### config.mk
export PLATFORM = sky130hd
export DESIGN_NAME = char_fifo_token_reader_top
export DESIGN_NICKNAME = d
export VERILOG_FILES = /design/src/cftr_pkg.sv /design/src/char_fifo_token_reader_top.sv /design/src/cftr_buf.sv
export VERILOG_INCLUDE_DIRS = /design/src /design/src/src
export SDC_FILE = /design/constraint.sdc
export NUM_CORES = 1
export LEC_CHECK = 0
export CORE_AREA = 5 5 254 256
export CTS_CLUSTER_SIZE = 10
export DETAILED_ROUTE_END_ITERATION = 7
export DIE_AREA = 0 0 259 261
export DONT_BUFFER_PORTS = 1
export PLACE_DENSITY_LB_ADDON = 0.15
export SLEW_MARGIN = 5
export SYNTH_ARGS = -nofsm -noshare
export SYNTH_HDL_FRONTEND = slang
export SYNTH_SLANG_ARGS = --single-unit
### constraint.sdc
create_clock -name i_clk -period 3.3 [get_ports i_clk]
set_clock_uncertainty 0.1 [all_clocks]
set_input_delay 0.66 -clock i_clk [delete_from_list [all_inputs] [get_ports i_clk]]
set_output_delay 0.66 -clock i_clk [all_outputs]
set_load 0.005 [all_outputs]
### src/char_fifo_token_reader_top_macros.svh
// Assertion macros shared by the character FIFO token reader.
// Needs a clock named i_clk and an active-low reset named i_rst_n in scope.
`ifndef CHAR_FIFO_TOKEN_READER_TOP_MACROS_SVH
`define CHAR_FIFO_TOKEN_READER_TOP_MACROS_SVH

// Same-cycle check: whenever the antecedent holds, the consequent holds too.
`define CFTR_ASSERT_NOW(lbl, ante, cons, msg) \
    lbl: assert property (@(posedge i_clk) disable iff (!i_rst_n) (ante) |-> (cons)) \
        else $error(msg);

// Next-cycle check: the consequent holds in the cycle after the antecedent.
`define CFTR_ASSERT_NEXT(lbl, ante, cons, msg) \
    lbl: assert property (@(posedge i_clk) disable iff (!i_rst_n) (ante) |=> (cons)) \
        else $error(msg);

`endif

### src/cftr_pkg.sv
// Shared types, codes and character helpers for the character FIFO token reader.
// Has no dependencies; used by cftr_buf and char_fifo_token_reader_top.
package cftr_pkg;

    // Action codes of an input transaction.
    localparam logic [1:0] ACT_PUSH      = 2'd0;
    localparam logic [1:0] ACT_EOL       = 2'd1;
    localparam logic [1:0] ACT_READ_CHAR = 2'd2;
    localparam logic [1:0] ACT_READ_INT  = 2'd3;

    // Status codes of a result transaction.
    localparam logic [1:0] STS_OK      = 2'd0;
    localparam logic [1:0] STS_DROPPED = 2'd1;
    localparam logic [1:0] STS_NONE    = 2'd2;

    // Characters of interest.
    localparam logic [7:0] CHR_SPACE   = 8'h20;
    localparam logic [7:0] CHR_NEWLINE = 8'h0A;
    localparam logic [7:0] CHR_TAB     = 8'h09;
    localparam logic [7:0] CHR_ZERO    = 8'h30;
    localparam logic [7:0] CHR_NINE    = 8'h39;
    localparam logic [7:0] RADIX       = 8'd10;

    // Sequencer states, one-hot.
    typedef enum logic [2:0] {
        ST_IDLE = 3'b001,
        ST_SCAN = 3'b010,
        ST_DONE = 3'b100
    } t_state;

    // Command from the sequencer to the character store.
    typedef struct packed {
        logic       push;
        logic [7:0] push_data;
        logic       pop;
    } t_buf_cmd;

    // Status from the character store back to the sequencer.
    typedef struct packed {
        logic       full;
        logic       no_nonblank;
        logic       one_left;
        logic [7:0] rd_data;
    } t_buf_stat;

    function automatic logic is_blank(input logic [7:0] c);
        return (c == CHR_SPACE) || (c == CHR_NEWLINE) || (c == CHR_TAB);
    endfunction

    function automatic logic is_digit(input logic [7:0] c);
        return (c >= CHR_ZERO) && (c <= CHR_NINE);
    endfunction

endpackage

### src/char_fifo_token_reader_top.sv
// Character FIFO with token reads: usage notes.
// Input channel (i_in_valid / o_in_stall) carries i_action and i_char_in; an
// input transaction completes on a clock edge with valid high and stall low.
// Output channel (o_out_valid / i_out_stall) carries o_value and o_status; one
// result transaction is produced for every input transaction, in order.
// Push and end-of-line skip the scan and go straight to the result; the next
// input is taken as soon as the result has moved to the output register.
// A read examines the stored bytes it needs one by one: the single memory read
// port delivers one entry per cycle to the scan loop.
// A read with nothing but blanks held answers at once with status "none".
// Reset (i_rst_n low, synchronous) empties the store and clears both channels;
// stored bytes are not cleared and are never read before being written.
// While the receiver stalls, the result stays in the output register and one
// further finished result waits inside; input is then held off.
// Depends on cftr_pkg, cftr_buf and the macro header.
`include "char_fifo_token_reader_top_macros.svh"

module char_fifo_token_reader_top import cftr_pkg::*; #(
    parameter int DEPTH = 64
) (
    input  logic       i_clk,
    input  logic       i_rst_n,
    input  logic       i_in_valid,
    output logic       o_in_stall,
    input  logic [1:0] i_action,
    input  logic [7:0] i_char_in,
    output logic       o_out_valid,
    input  logic       i_out_stall,
    output logic [7:0] o_value,
    output logic [1:0] o_status
);

    t_state     r_state,  n_state;
    logic       r_mode_int, n_mode_int;
    logic       r_in_digits, n_in_digits;
    logic [7:0] r_acc, n_acc;
    logic [7:0] r_res_value, n_res_value;
    logic [1:0] r_res_status, n_res_status;
    logic       r_out_valid;
    logic [7:0] r_out_value;
    logic [1:0] r_out_status;

    t_buf_cmd   cmd;
    t_buf_stat  stat;
    logic       in_accept;
    logic       out_free;
    logic [7:0] ch;
    logic [7:0] digit_val;
    logic [7:0] acc_next;

    cftr_buf #(
        .DEPTH (DEPTH)
    ) u_buf (
        .i_clk   (i_clk),
        .i_rst_n (i_rst_n),
        .i_cmd   (cmd),
        .o_stat  (stat)
    );

    assign o_in_stall = (r_state != ST_IDLE);
    assign in_accept  = i_in_valid && !o_in_stall;
    assign out_free   = !r_out_valid || !i_out_stall;

    // Decimal accumulation of the byte under the read pointer.
    assign ch        = stat.rd_data;
    assign digit_val = ch - CHR_ZERO;
    assign acc_next  = (r_acc << 3) + (r_acc << 1) + digit_val;

    // Sequencer: accept, scan one entry per cycle on a read, then hand off the result.
    always_comb begin
        n_state      = r_state;
        n_mode_int   = r_mode_int;
        n_in_digits  = r_in_digits;
        n_acc        = r_acc;
        n_res_value  = r_res_value;
        n_res_status = r_res_status;
        cmd          = '0;
        unique case (r_state)
            ST_IDLE: begin
                if (in_accept) begin
                    n_res_value  = '0;
                    n_res_status = STS_OK;
                    if ((i_action == ACT_PUSH) || (i_action == ACT_EOL)) begin
                        n_state = ST_DONE;
                        if (stat.full) begin
                            n_res_status = STS_DROPPED;
                        end else begin
                            cmd.push      = 1'b1;
                            cmd.push_data = (i_action == ACT_PUSH) ? i_char_in : CHR_SPACE;
                        end
                    end else if (stat.no_nonblank) begin
                        n_state      = ST_DONE;
                        n_res_status = STS_NONE;
                    end else begin
                        n_state     = ST_SCAN;
                        n_mode_int  = (i_action == ACT_READ_INT);
                        n_in_digits = 1'b0;
                        n_acc       = '0;
                    end
                end
            end
            ST_SCAN: begin
                if (!r_mode_int) begin
                    // Read char: drop blanks, return the first other byte.
                    cmd.pop = 1'b1;
                    if (!is_blank(ch)) begin
                        n_res_value = ch;
                        n_state     = ST_DONE;
                    end
                end else if (!r_in_digits) begin
                    // Read integer, skipping non-digits until a digit shows up.
                    cmd.pop = 1'b1;
                    if (is_digit(ch)) begin
                        n_in_digits = 1'b1;
                        n_acc       = digit_val;
                    end
                    if (stat.one_left) begin
                        n_res_value = is_digit(ch) ? digit_val : 8'd0;
                        n_state     = ST_DONE;
                    end
                end else if (is_digit(ch)) begin
                    // Gathering digits.
                    cmd.pop = 1'b1;
                    n_acc   = acc_next;
                    if (stat.one_left) begin
                        n_res_value = acc_next;
                        n_state     = ST_DONE;
                    end
                end else begin
                    // First non-digit ends the number and stays stored.
                    n_res_value = r_acc;
                    n_state     = ST_DONE;
                end
            end
            ST_DONE: begin
                if (out_free) begin
                    n_state = ST_IDLE;
                end
            end
            default: begin
                n_state = ST_IDLE;
            end
        endcase
    end

    always_ff @(posedge i_clk) begin
        if (!i_rst_n) begin
            r_state <= ST_IDLE;
        end else begin
            r_state <= n_state;
        end
    end

    always_ff @(posedge i_clk) begin
        r_mode_int   <= n_mode_int;
        r_in_digits  <= n_in_digits;
        r_acc        <= n_acc;
        r_res_value  <= n_res_value;
        r_res_status <= n_res_status;
    end

    // Output register: loaded from the finished result when free.
    always_ff @(posedge i_clk) begin
        if (!i_rst_n) begin
            r_out_valid <= 1'b0;
        end else if ((r_state == ST_DONE) && out_free) begin
            r_out_valid <= 1'b1;
        end else if (!i_out_stall) begin
            r_out_valid <= 1'b0;
        end
    end

    always_ff @(posedge i_clk) begin
        if ((r_state == ST_DONE) && out_free) begin
            r_out_value  <= r_res_value;
            r_out_status <= r_res_status;
        end
    end

    assign o_out_valid = r_out_valid;
    assign o_value     = r_out_value;
    assign o_status    = r_out_status;

    // A held result is not overwritten while the receiver stalls.
    `CFTR_ASSERT_NEXT(a_out_hold, o_out_valid && i_out_stall, o_out_valid && $stable(o_value), "stalled result changed")
    // Scanning only starts when a non-blank byte is held.
    `CFTR_ASSERT_NOW(a_scan_nonempty, r_state == ST_SCAN && !r_mode_int, !stat.no_nonblank, "char scan with no non-blank byte")
    // Failure statuses always carry a zero value.
    `CFTR_ASSERT_NOW(a_fail_zero, r_state == ST_DONE && r_res_status != STS_OK, r_res_value == 8'd0, "failure with nonzero value")

endmodule

### src/cftr_buf.sv
// Character store of the token reader: a one-port-write, registered-read memory
// with its ring pointers and counters. Depends on cftr_pkg and the macro header.
`include "char_fifo_token_reader_top_macros.svh"

module cftr_buf import cftr_pkg::*; #(
    parameter int DEPTH = 64
) (
    input  logic      i_clk,
    input  logic      i_rst_n,
    input  t_buf_cmd  i_cmd,
    output t_buf_stat o_stat
);

    localparam int AW = (DEPTH > 1) ? $clog2(DEPTH) : 1;
    localparam int CW = $clog2(DEPTH + 1);

    logic [7:0]    r_mem [DEPTH];
    logic [7:0]    r_rd_data;
    logic [AW-1:0] r_rp;
    logic [AW-1:0] r_wp;
    logic [CW-1:0] r_fill;
    logic [CW-1:0] r_nonblank;

    logic [AW-1:0] n_rp;
    logic [AW-1:0] rp_inc;
    logic [AW-1:0] wp_inc;
    logic [AW-1:0] rd_addr;
    logic [CW-1:0] n_fill;
    logic [CW-1:0] n_nonblank;

    // Ring increments wrap at the last entry.
    assign rp_inc = (r_rp == AW'(DEPTH - 1)) ? '0 : r_rp + 1'b1;
    assign wp_inc = (r_wp == AW'(DEPTH - 1)) ? '0 : r_wp + 1'b1;
    assign n_rp   = i_cmd.pop ? rp_inc : r_rp;

    // The read port always looks at the oldest entry after this cycle's pop.
    assign rd_addr = n_rp;

    // Memory: write on push, registered read every cycle.
    always_ff @(posedge i_clk) begin
        if (i_cmd.push) begin
            r_mem[r_wp] <= i_cmd.push_data;
        end
        r_rd_data <= r_mem[rd_addr];
    end

    // Counter updates for push and pop.
    always_comb begin
        n_fill     = r_fill;
        n_nonblank = r_nonblank;
        if (i_cmd.push) begin
            n_fill = n_fill + 1'b1;
            if (!is_blank(i_cmd.push_data)) begin
                n_nonblank = n_nonblank + 1'b1;
            end
        end
        if (i_cmd.pop) begin
            n_fill = n_fill - 1'b1;
            if (!is_blank(r_rd_data) && (r_nonblank != '0)) begin
                n_nonblank = n_nonblank - 1'b1;
            end
        end
    end

    always_ff @(posedge i_clk) begin
        if (!i_rst_n) begin
            r_rp       <= '0;
            r_wp       <= '0;
            r_fill     <= '0;
            r_nonblank <= '0;
        end else begin
            r_rp       <= n_rp;
            r_fill     <= n_fill;
            r_nonblank <= n_nonblank;
            if (i_cmd.push) begin
                r_wp <= wp_inc;
            end
        end
    end

    assign o_stat.full        = (r_fill == CW'(DEPTH));
    assign o_stat.no_nonblank = (r_nonblank == '0);
    assign o_stat.one_left    = (r_fill == CW'(1));
    assign o_stat.rd_data     = r_rd_data;

    // The sequencer never pushes and pops in the same cycle.
    `CFTR_ASSERT_NOW(a_push_pop_excl, i_cmd.push, !i_cmd.pop, "push and pop together")
    // A push is only issued while there is room.
    `CFTR_ASSERT_NOW(a_push_room, i_cmd.push, r_fill != CW'(DEPTH), "push into full store")
    // A pop is only issued while an entry is held.
    `CFTR_ASSERT_NOW(a_pop_held, i_cmd.pop, r_fill != '0, "pop from empty store")
    // Non-blank entries are a subset of the held entries.
    `CFTR_ASSERT_NOW(a_nb_le_fill, 1'b1, r_nonblank <= r_fill, "non-blank count above fill")

endmodule
Yosys cells after proc, flatten, opt, wreduce, memory -nomap -nowiden --
Memories as Yosys holds them, arrays and structs flattened. A register that Yosys moved wholly into a read port is not among the register bits. Cells that the tools add are included.
Word-level totals: register bits 60, latch bits 0, bits in writable memories 512, bits in read-only memories 0, input port bits 14, logic and storage cells 135, memories kept 1
Operators by class: $add $sub $neg 9, multipliers 0, divide/modulo/power cells 0, order comparisons 2, equal/unequal tests 26, shift operators 0, mux-type cells 58, bitwise gates (word level) 2, reductions and logical operators 24
Memory list:
- u_buf.r_mem | depth 64, width 8, rd ports 1, clocked after memory_dff 1, write ports 1, line cftr_buf.sv:17 | logic [7:0] r_mem [DEPTH];
Operators with widths (number):
- two-way mux 8 bit | 16
- two-way mux 7 bit | 6
- two-way mux 9 bit | 4
- == test 8 x 4 -> 1 bit (second input constant) | 4
- case mux 8 bit (2 select lines) | 2
- two-way mux 3 bit | 9
- two-way mux 6 bit | 3
- adder 8 bit | 2
- == test 8 x 6 -> 1 bit (second input constant) | 2
- adder 7 x 1 -> 7 bit (second input constant) | 2
- two-way mux 1 bit | 14
- subtractor 7 x 1 -> 7 bit (second input constant) | 2
- adder 6 x 1 -> 6 bit (second input constant) | 2
- == test 6 bit (second input constant) | 2
- != test 2 bit (second input constant) | 6
- AND reduction 5 bit | 2
- case mux 3 bit (3 select lines) | 1
- greater-or-equal comparator 8 x 6 -> 1 bit (second input constant) | 1
- <= comparator 8 x 6 -> 1 bit (second input constant) | 1
- != test 4 bit (second input constant) | 2
- subtractor 8 x 6 -> 8 bit (second input constant) | 1
- == test 7 x 1 -> 1 bit (second input constant) | 1
- == test 7 bit (second input constant) | 1
- logical NOT 7 bit | 1
- 21 further kinds | 34

Logic depth before layout (Yosys ltp) --
Gate-level depths: netlist (run 1).
depth in word-level cells 14, mapped depth 14

By module --
From an unflattened synthesis (run 1), not the netlist that was laid out.
Unflattened totals: cells, all modules 1775, area, all modules 24314.6 um^2
Modules (own cells, without submodules):
- cftr_buf | times used 1, cells an instance 1575, area an instance 22212.6 um^2
- char_fifo_token_reader_top | times used 1, cells an instance 200, area an instance 2102.0 um^2

Least setup slack after synthesis (run 1) --
No wires, ideal clock.
path kind input port to flip-flop, start in i_in_valid, end mem u_buf.r_mem[0][5] (data pin), arrival 2577 ps, required time 2698 ps, setup slack 121 ps, stages 4, path buffers 0, cell sequence nand3_1 > inv_1 > o211ai_1 > nor2_1
RTL lines:
- from (decl) | line char_fifo_token_reader_top.sv:23 | input logic i_in_valid,
- to (decl) | line cftr_buf.sv:17

Worst setup path after layout (run 1) --
start reg u_buf.r_rd_data[5] (read register of u_buf.r_mem), end reg u_buf.r_rd_data[4] (read register of u_buf.r_mem)
Between the ends: cells in the longest elaborated chain, start to end 7
RTL lines:
- from (decl) | line cftr_buf.sv:18 | logic [7:0] r_rd_data;
- greater-or-equal comparator 8 x 6 -> 1 bit / <= comparator 8 x 6 -> 1 bit (equally long branches) | line cftr_pkg.sv:51 | return (c >= CHR_ZERO) && (c <= CHR_NINE);
- logical AND 1 bit (*) | line cftr_pkg.sv:51
- two-way mux 1 bit (*) | line char_fifo_token_reader_top.sv:121 | end else if (is_digit(ch)) begin
- two-way mux 1 bit (*) | line char_fifo_token_reader_top.sv:110 | end else if (!r_in_digits) begin
- two-way mux 1 bit (*) | line char_fifo_token_reader_top.sv:103 | if (!r_mode_int) begin
- two-way mux 1 bit (*) | line char_fifo_token_reader_top.sv:78 | unique case (r_state)
- two-way mux 6 bit (*) | line cftr_buf.sv:34 | assign n_rp = i_cmd.pop ? rp_inc : r_rp;
Every way passes the cells marked *; elsewhere a longest branch is shown, timed or not. A chain may end at the register's enable or synchronous reset.

==> results.ini, run 1 <==
[status]
outcome=completed

[timing]
tightest_slew_ns=0.867
period_share_pct=98.6
grt_setup_unrepaired=yes
layout_min_cycle_time_ns=3.26
setup_tns_ns=0
max-slew-margin-rel_pct=42.2
final-max-slew-violation-count=0
fmax_ghz=0.307
hold_viol=0
setup_violations=0

[floorplan]
rows=92
die_x_um=259
coreArea_sq_mm=0.0623
start_util_pct=39.4
die_area_sq_mm=0.0676
die_h_um=261
ios=26

[yosys]
synth_top_cell_area_share_pct=66.4
synth_edf_count=542
synth_top_area_cell=edfxtp_1
yosysWarningCount=0
synth_area_leaders=edfxtp_1, nand2_1, dfxtp_1, a21oi_1, mux2i_1
syn_area_sq_mm=0.0245
syn_nets=1895
synth-seq-cells=580
netlist-cell-type-count=75
synthFlopType=edfxtp_1
synthArstFlopShare_pct=0
synth.avg_cell_area_sq_um=13.2
synth_seq_area_share_pct=69.5
synth_cells=1857

[clocking]
cts-root-buf=clkbuf_16
cts.htree.levels=3
clk_latency_ns=0.62
cts_made_buffers=70
clkSlewWorstSetupHoldPaths_ns=0.05
cts_tree=built
cts_buffer_depth=3
clock-sinks=580

[cells_and_area]
fin_util_pct=48.3
drive_above_1_share_pct=21.8
fin_nets=2128
layout_common_cells=edfxtp_1, nand2_1, buf_4
final_common_cell=edfxtp_1
area_delta_synth_final_pct=22.7
num_antenna_cells=0

[setup_path]
r2r_slack_ns=0.04
worst-r2r-cell-count=13
crit_buf_inv=5
crit_fanout=7
critPathTopFamily=simple AND/OR/NAND/NOR gates
crit_type=reg -> reg
crit_top_cell=buf_4
rr_startpoint=u_buf.r_rd_data[5]
slowest_stage=dfxtp_2
worstPathCellList=ha_4 > nor3b_4 > a21oi_4 > buf_4 > nor4b_4 > buf_4 > o21ai_1 > buf_4 > o221ai_1 > buf_4 > nor4_2 > buf_4 > nor4_2
slowest_delay_ns=0.35
r2r_end=u_buf.r_rd_data[4]
critical_path_required_ns=3.67
start_kind=register
cp-startpoint=u_buf.r_rd_data[5]
arrival_ns=3.63
crit_path_end_kind=register

[global_route]
grt_pass1_wl_um=103000
grt_max_degree=65
grt_pass1_vias=15832
grtUsageTotal_pct=20.3
antenna_found_initial=1
gr-total-overflow=0

[worst_hold_path]
min_from=i_rst_n
hold_end=r_state[0]
hold_depth=1
holdCritPathClass=in -> reg

[power_and_ir_drop]
power.density_mw_per_mm2=532
cellLeakagePower_nw=10.4
peakVddDrop_uv=364

[route]
drt_iter0_markers=1538
wirelength_um=71400
vias=16277
ant_nets=0
wl_per_cell_um=24.0
via_per_inst=5.47
drtPass1Iterations=7
drc_errors=0

[placed_design]
dp_hpwl_um=45600
gp_congestion=0.865
portBuffers=0

[flow_run]
drv_cap=0

## repair_timing
action                                  4_1_cts  5_1_grt
setup buffers                                 0        4
endpoints found under the setup margin        8       11
resized for setup                            20       72
cloned                                        0        6
pin swaps                                     3       14
hold buffers                                  0        0
## metrics by stage
| step | power, mW | hold WS (ns) | instance area [sq um] | instances | setup slack [ns] |
|---|---|---|---|---|---|
| final | 16.0 | 0.0694 | 30100 | 2973 | 0.0447 |
| after global routing | 16.6 | 0.0483 | 30100 | 2973 | -0.0659 |
| after CTS | 16.2 | 0.0364 | 29500 | 2963 | -0.0430 |
| after detailed placement | 9.09 | 0.308 | 27300 | 2854 | -0.440 |
| after global placement | 9.08 | 0.303 | 27300 | 2854 | -0.410 |
| after floorplan | 8.80 | 0.300 | 24500 | 1857 | 0.121 |
## power breakdown
group / leakage (nW) / switching [mW] / internal [mW]
clock network: 0.997 / 2.90 / 4.14
logic: 4.52 / 0.506 / 0.299
registers: 4.88 / 0.0499 / 8.11
total: 10.4 / 3.46 / 12.5
## final cells by class
class / count / area (sq um)
Multi-Input combinational cell: 1142 / 7320
Timing Repair Buffer: 268 / 2490
Clock inverter: 11 / 140
Tap cell: 846 / 1060
Clock buffer: 98 / 1930
Fill cell: 5474 / 32200
Sequential cell: 580 / 17000
Inverter: 28 / 105
## sequential cells by signal (all words and copies together) (netlist names)
register,count
o_status,2
r_in_digits,1
u_buf.r_mem,512
u_buf.r_rp,6
u_buf.r_rd_data,8
u_buf.r_fill,7
r_acc,8
r_res_status,2
r_res_value,8
o_value,8
u_buf.r_nonblank,7
r_state,3
o_out_valid,1
r_mode_int,1
u_buf.r_wp,6
## how the worst max path moves through the flow
stage                    endpoint  slack, ns  cells past startpoint
4_1_cts        u_buf.r_rd_data[3]      -0.04                     11
2_1_floorplan   u_buf.r_mem[0][5]       0.12                      4
5_1_grt        u_buf.r_rd_data[4]      -0.07                     11
6_report       u_buf.r_rd_data[4]       0.04                     13
3_3_place_gp   u_buf.r_rd_data[0]      -0.41                     10
3_5_place_dp   u_buf.r_rd_data[0]      -0.44                     10
## logic make-up after synthesis
family	count (synthesis)	share of synthesized area (%)
AO/OA/AOI/OAI	307	8.75
XOR/XNOR	37	1.32
adder cells (fa/ha/maj)	24	1.38
buffers and inverters	137	3.17
flip-flops	580	69.5
multiplexers	67	2.75
AND/OR/NAND/NOR	705	13.2
## layer usage
metal	global-route usage (%)	routed length [um]	share of wire (%)
met4	7.54	2750	3.9
met2	31.7	32600	46
met5	0	0	0
met1	28.2	31300	44
met3	4.33	4720	6.6
## synthesized netlist by cell type, types with 5 or more instances
master	instances
a211oi_1	9
a21oi_1	129
a221oi_1	44
a311oi_1	52
and2_1	15
and3_1	50
and3_2	5
buf_2	32
buf_4	23
buf_6	6
clkbuf_1	36
clkbuf_8	9
dfxtp_1	38
edfxtp_1	542
fa_1	5
ha_1	19
inv_1	27
mux2i_1	64
nand2_1	371
nand3_1	17
nand3b_1	5
nand4_1	9
nor2_1	131
nor3_1	11
nor4_1	40
o211ai_2	5
o21ai_0	14
o221ai_1	16
or3_1	15
xnor2_1	22
xor2_1	15
Power figures use the tool's default switching activity.
==> run 2: changes to the inputs <==
Settings changed: BUFFER_PORTS_ARGS set to -buffer_cell sky130_fd_sc_hd__buf_2, DONT_BUFFER_PORTS 1 to not set.
==> run 2 against run 1 <==
  * The flow now finishes with violations (negative setup slack)
  * Sequential power about the same
  * Clock-buffer cell count increased by 3
  * Total power down 0.26%
  * Sequential share of layout area is 0.45 points lower
  * Sequential cell count stayed put
  * Die area stayed put
  * Worst setup slack lost 0.057 ns
  * Critical path depth fell by 3
  * Cell count increased by 1.2%
==> results.ini, run 2 (synthesis gave the netlist of run 1 again) <==
[timing]
hold_viol=0  ; unchanged
finalWorstSetupSlack_ns=-0.0128  ; was 0.0447 ns
setup_violations=1  ; was 0
layout_min_cycle_time_ns=3.31  ; was 3.26 ns
period_share_pct=100  ; was 98.6%
final-max-slew-violation-count=0  ; unchanged
fmax_ghz=0.302  ; was 0.307 GHz
tightest_slew_ns=0.933  ; was 0.867 ns
max-slew-margin-rel_pct=37.8  ; was 42.2%

[setup_path]
rr_startpoint=u_buf.r_rd_data[4]  ; was u_buf.r_rd_data[5]
slowest_delay_ns=0.63  ; was 0.35 ns
arrival_ns=3.73  ; was 3.63 ns
crit_fanout=27  ; was 7
r2r_end=u_buf.r_rd_data[7]  ; was u_buf.r_rd_data[4]
worstPathCellList=ha_4 > or3b_4 > o211ai_4 > o211a_4 > buf_12 > bufbuf_16 > a21oi_1 > a221oi_1 > nor4_4 > nor4_1  ; was ha_4 > nor3b_4 > a21oi_4 > buf_4 > nor4b_4 > buf_4 > o21ai_1 > buf_4 > o221ai_1 > buf_4 > nor4_2 > buf_4 > nor4_2
cp-startpoint=u_buf.r_rd_data[4]  ; was u_buf.r_rd_data[5]
crit_type=reg -> reg  ; unchanged
crit_end=u_buf.r_rd_data[7]  ; was u_buf.r_rd_data[4]
slowest_stage=a221oi_1  ; was dfxtp_2
critical_path_required_ns=3.72  ; was 3.67 ns
start_kind=register  ; unchanged
r2r_slack_ns=-0.01  ; was 0.04 ns
worst-r2r-cell-count=10  ; was 13
crit_path_end_kind=register  ; unchanged

[worst_hold_path]
holdCritPathClass=in -> reg  ; unchanged
hold_depth=2  ; was 1
min_from=i_rst_n  ; unchanged

[route]
via_per_inst=5.52  ; was 5.47
drtPass1Iterations=6  ; was 7
vias=16627  ; was 16,277
wirelength_um=72500  ; was 71,400 um
wl_per_cell_um=24.1  ; was 24.0 um
drt_iter0_markers=1415  ; was 1,538
ant_nets=0  ; unchanged
drc_errors=0  ; unchanged

[global_route]
grt_max_degree=65  ; unchanged
grt_pass1_wl_um=107000  ; was 103,000 um
antenna_found_initial=0  ; was 1
grtUsageTotal_pct=21.1  ; was 20.3%
gr-total-overflow=0  ; unchanged
grt_pass1_vias=16330  ; was 15,832

[clocking]
cts_made_buffers=70  ; unchanged
clock-sinks=580  ; unchanged
cts_buffer_depth=3  ; unchanged
hold_buffers=0  ; unchanged
clk_latency_ns=0.62  ; about the same
cts_tree=built  ; unchanged
cts-root-buf=clkbuf_16  ; unchanged
cts.htree.levels=3  ; unchanged
clkSlewWorstSetupHoldPaths_ns=0.05  ; about the same

[cells_and_area]
stdcell_area_sq_mm=0.0303  ; was 0.0301 sq mm
layout_common_cells=edfxtp_1, nand2_1, buf_4  ; unchanged
drive_above_1_share_pct=22.3  ; was 21.8%
fin_nets=2160  ; was 2,128
num_antenna_cells=0  ; unchanged
final_common_cell=edfxtp_1  ; unchanged
area_delta_synth_final_pct=23.7  ; was 22.7%
regMostFlops=u_buf.r_mem  ; unchanged
largest_reg_flops=512  ; unchanged
final_cells=3010  ; was 2,973

[floorplan]
die_x_um=259  ; unchanged
die_area_sq_mm=0.0676  ; unchanged
start_util_pct=39.4  ; unchanged
die_h_um=261  ; unchanged
coreArea_sq_mm=0.0623  ; unchanged
rows=92  ; unchanged
ios=26  ; unchanged

[power_and_ir_drop]
power.density_mw_per_mm2=526  ; was 532 mW/mm^2
fin_total_pwr_mw=16.0  ; about the same
cellLeakagePower_nw=10.5  ; was 10.4 nW
peakVddDrop_uv=446  ; was 364 uV

[status]
outcome=finished with violations  ; was completed
violations=negative setup slack

[placed_design]
place_area_sq_mm=0.0275  ; was 0.0273 sq mm
portBuffers=25  ; was 0
placed_cells=2881  ; was 2,854
gp_congestion=0.909  ; was 0.865
place_ws_ns=-0.711  ; was -0.440 ns
dp_hpwl_um=47700  ; was 45,600 um

[flow_run]
drv_cap=0  ; unchanged

run 2: critical path: cells and delay by family, from the launching register on:
family,cells,cell delay [ns]
compound gates,4,1.32
fa+ha+maj,1,0.16
buf+inv,2,0.44
flops,1,0.37
simple gates,3,0.80
run 2: worst min-delay path by stage:
stage / endpoint
after floorplan: o_status[0]
after global placement: o_status[0]
after detailed placement: o_value[7]
after CTS: r_state[0]
after global routing: r_state[0]
final: r_state[0]
run 2: routing by layer:
| metal | global-route usage (%) | wire [um] |
|---|---|---|
| met1 | 29.3 | 31200 |
| met2 | 34.7 | 34800 |
| met3 | 3.34 | 4400 |
| met4 | 6.12 | 2090 |
| met5 | 0 | 0 |
run 2: stage by stage:
| step | hold WS, ns | setup TNS, ns | utilization [%] |
|---|---|---|---|
| after CTS | 0.220 | -0.0149 | 48.1 |
| final | 0.255 | -0.0128 | 48.7 |
| after detailed placement | 0.305 | -4.36 | 44.2 |
| after global routing | 0.250 | -0.0728 | 48.7 |
| after global placement | 0.302 | -4.08 | 44.2 |
| after floorplan | 0.300 | 0 | - |
run 2: where the power goes:
part,internal (mW),leakage [nW],total [mW],switching (mW)
registers,8.11,4.88,8.16,0.0571
clock network,3.98,0.965,6.90,2.92
logic,0.354,4.70,0.901,0.548
total,12.4,10.5,16.0,3.53
run 2: area by class of cell:
class                   instances  area (sq um)
inverters                      28           109
fillers                      5404         31900
flip-flops and latches        580         17000
clock buffers                 101          1890
well taps                     846          1060
repair buffers                301          2840
multi-input cells            1141          7280
clock inverters                13           120
run 2: timing repair:
item,4_1_cts,5_1_grt
gates cloned,2,3
setup endpoints to repair,9,9
pin swaps,12,19
buffers inserted,3,8
gates resized for setup,53,46
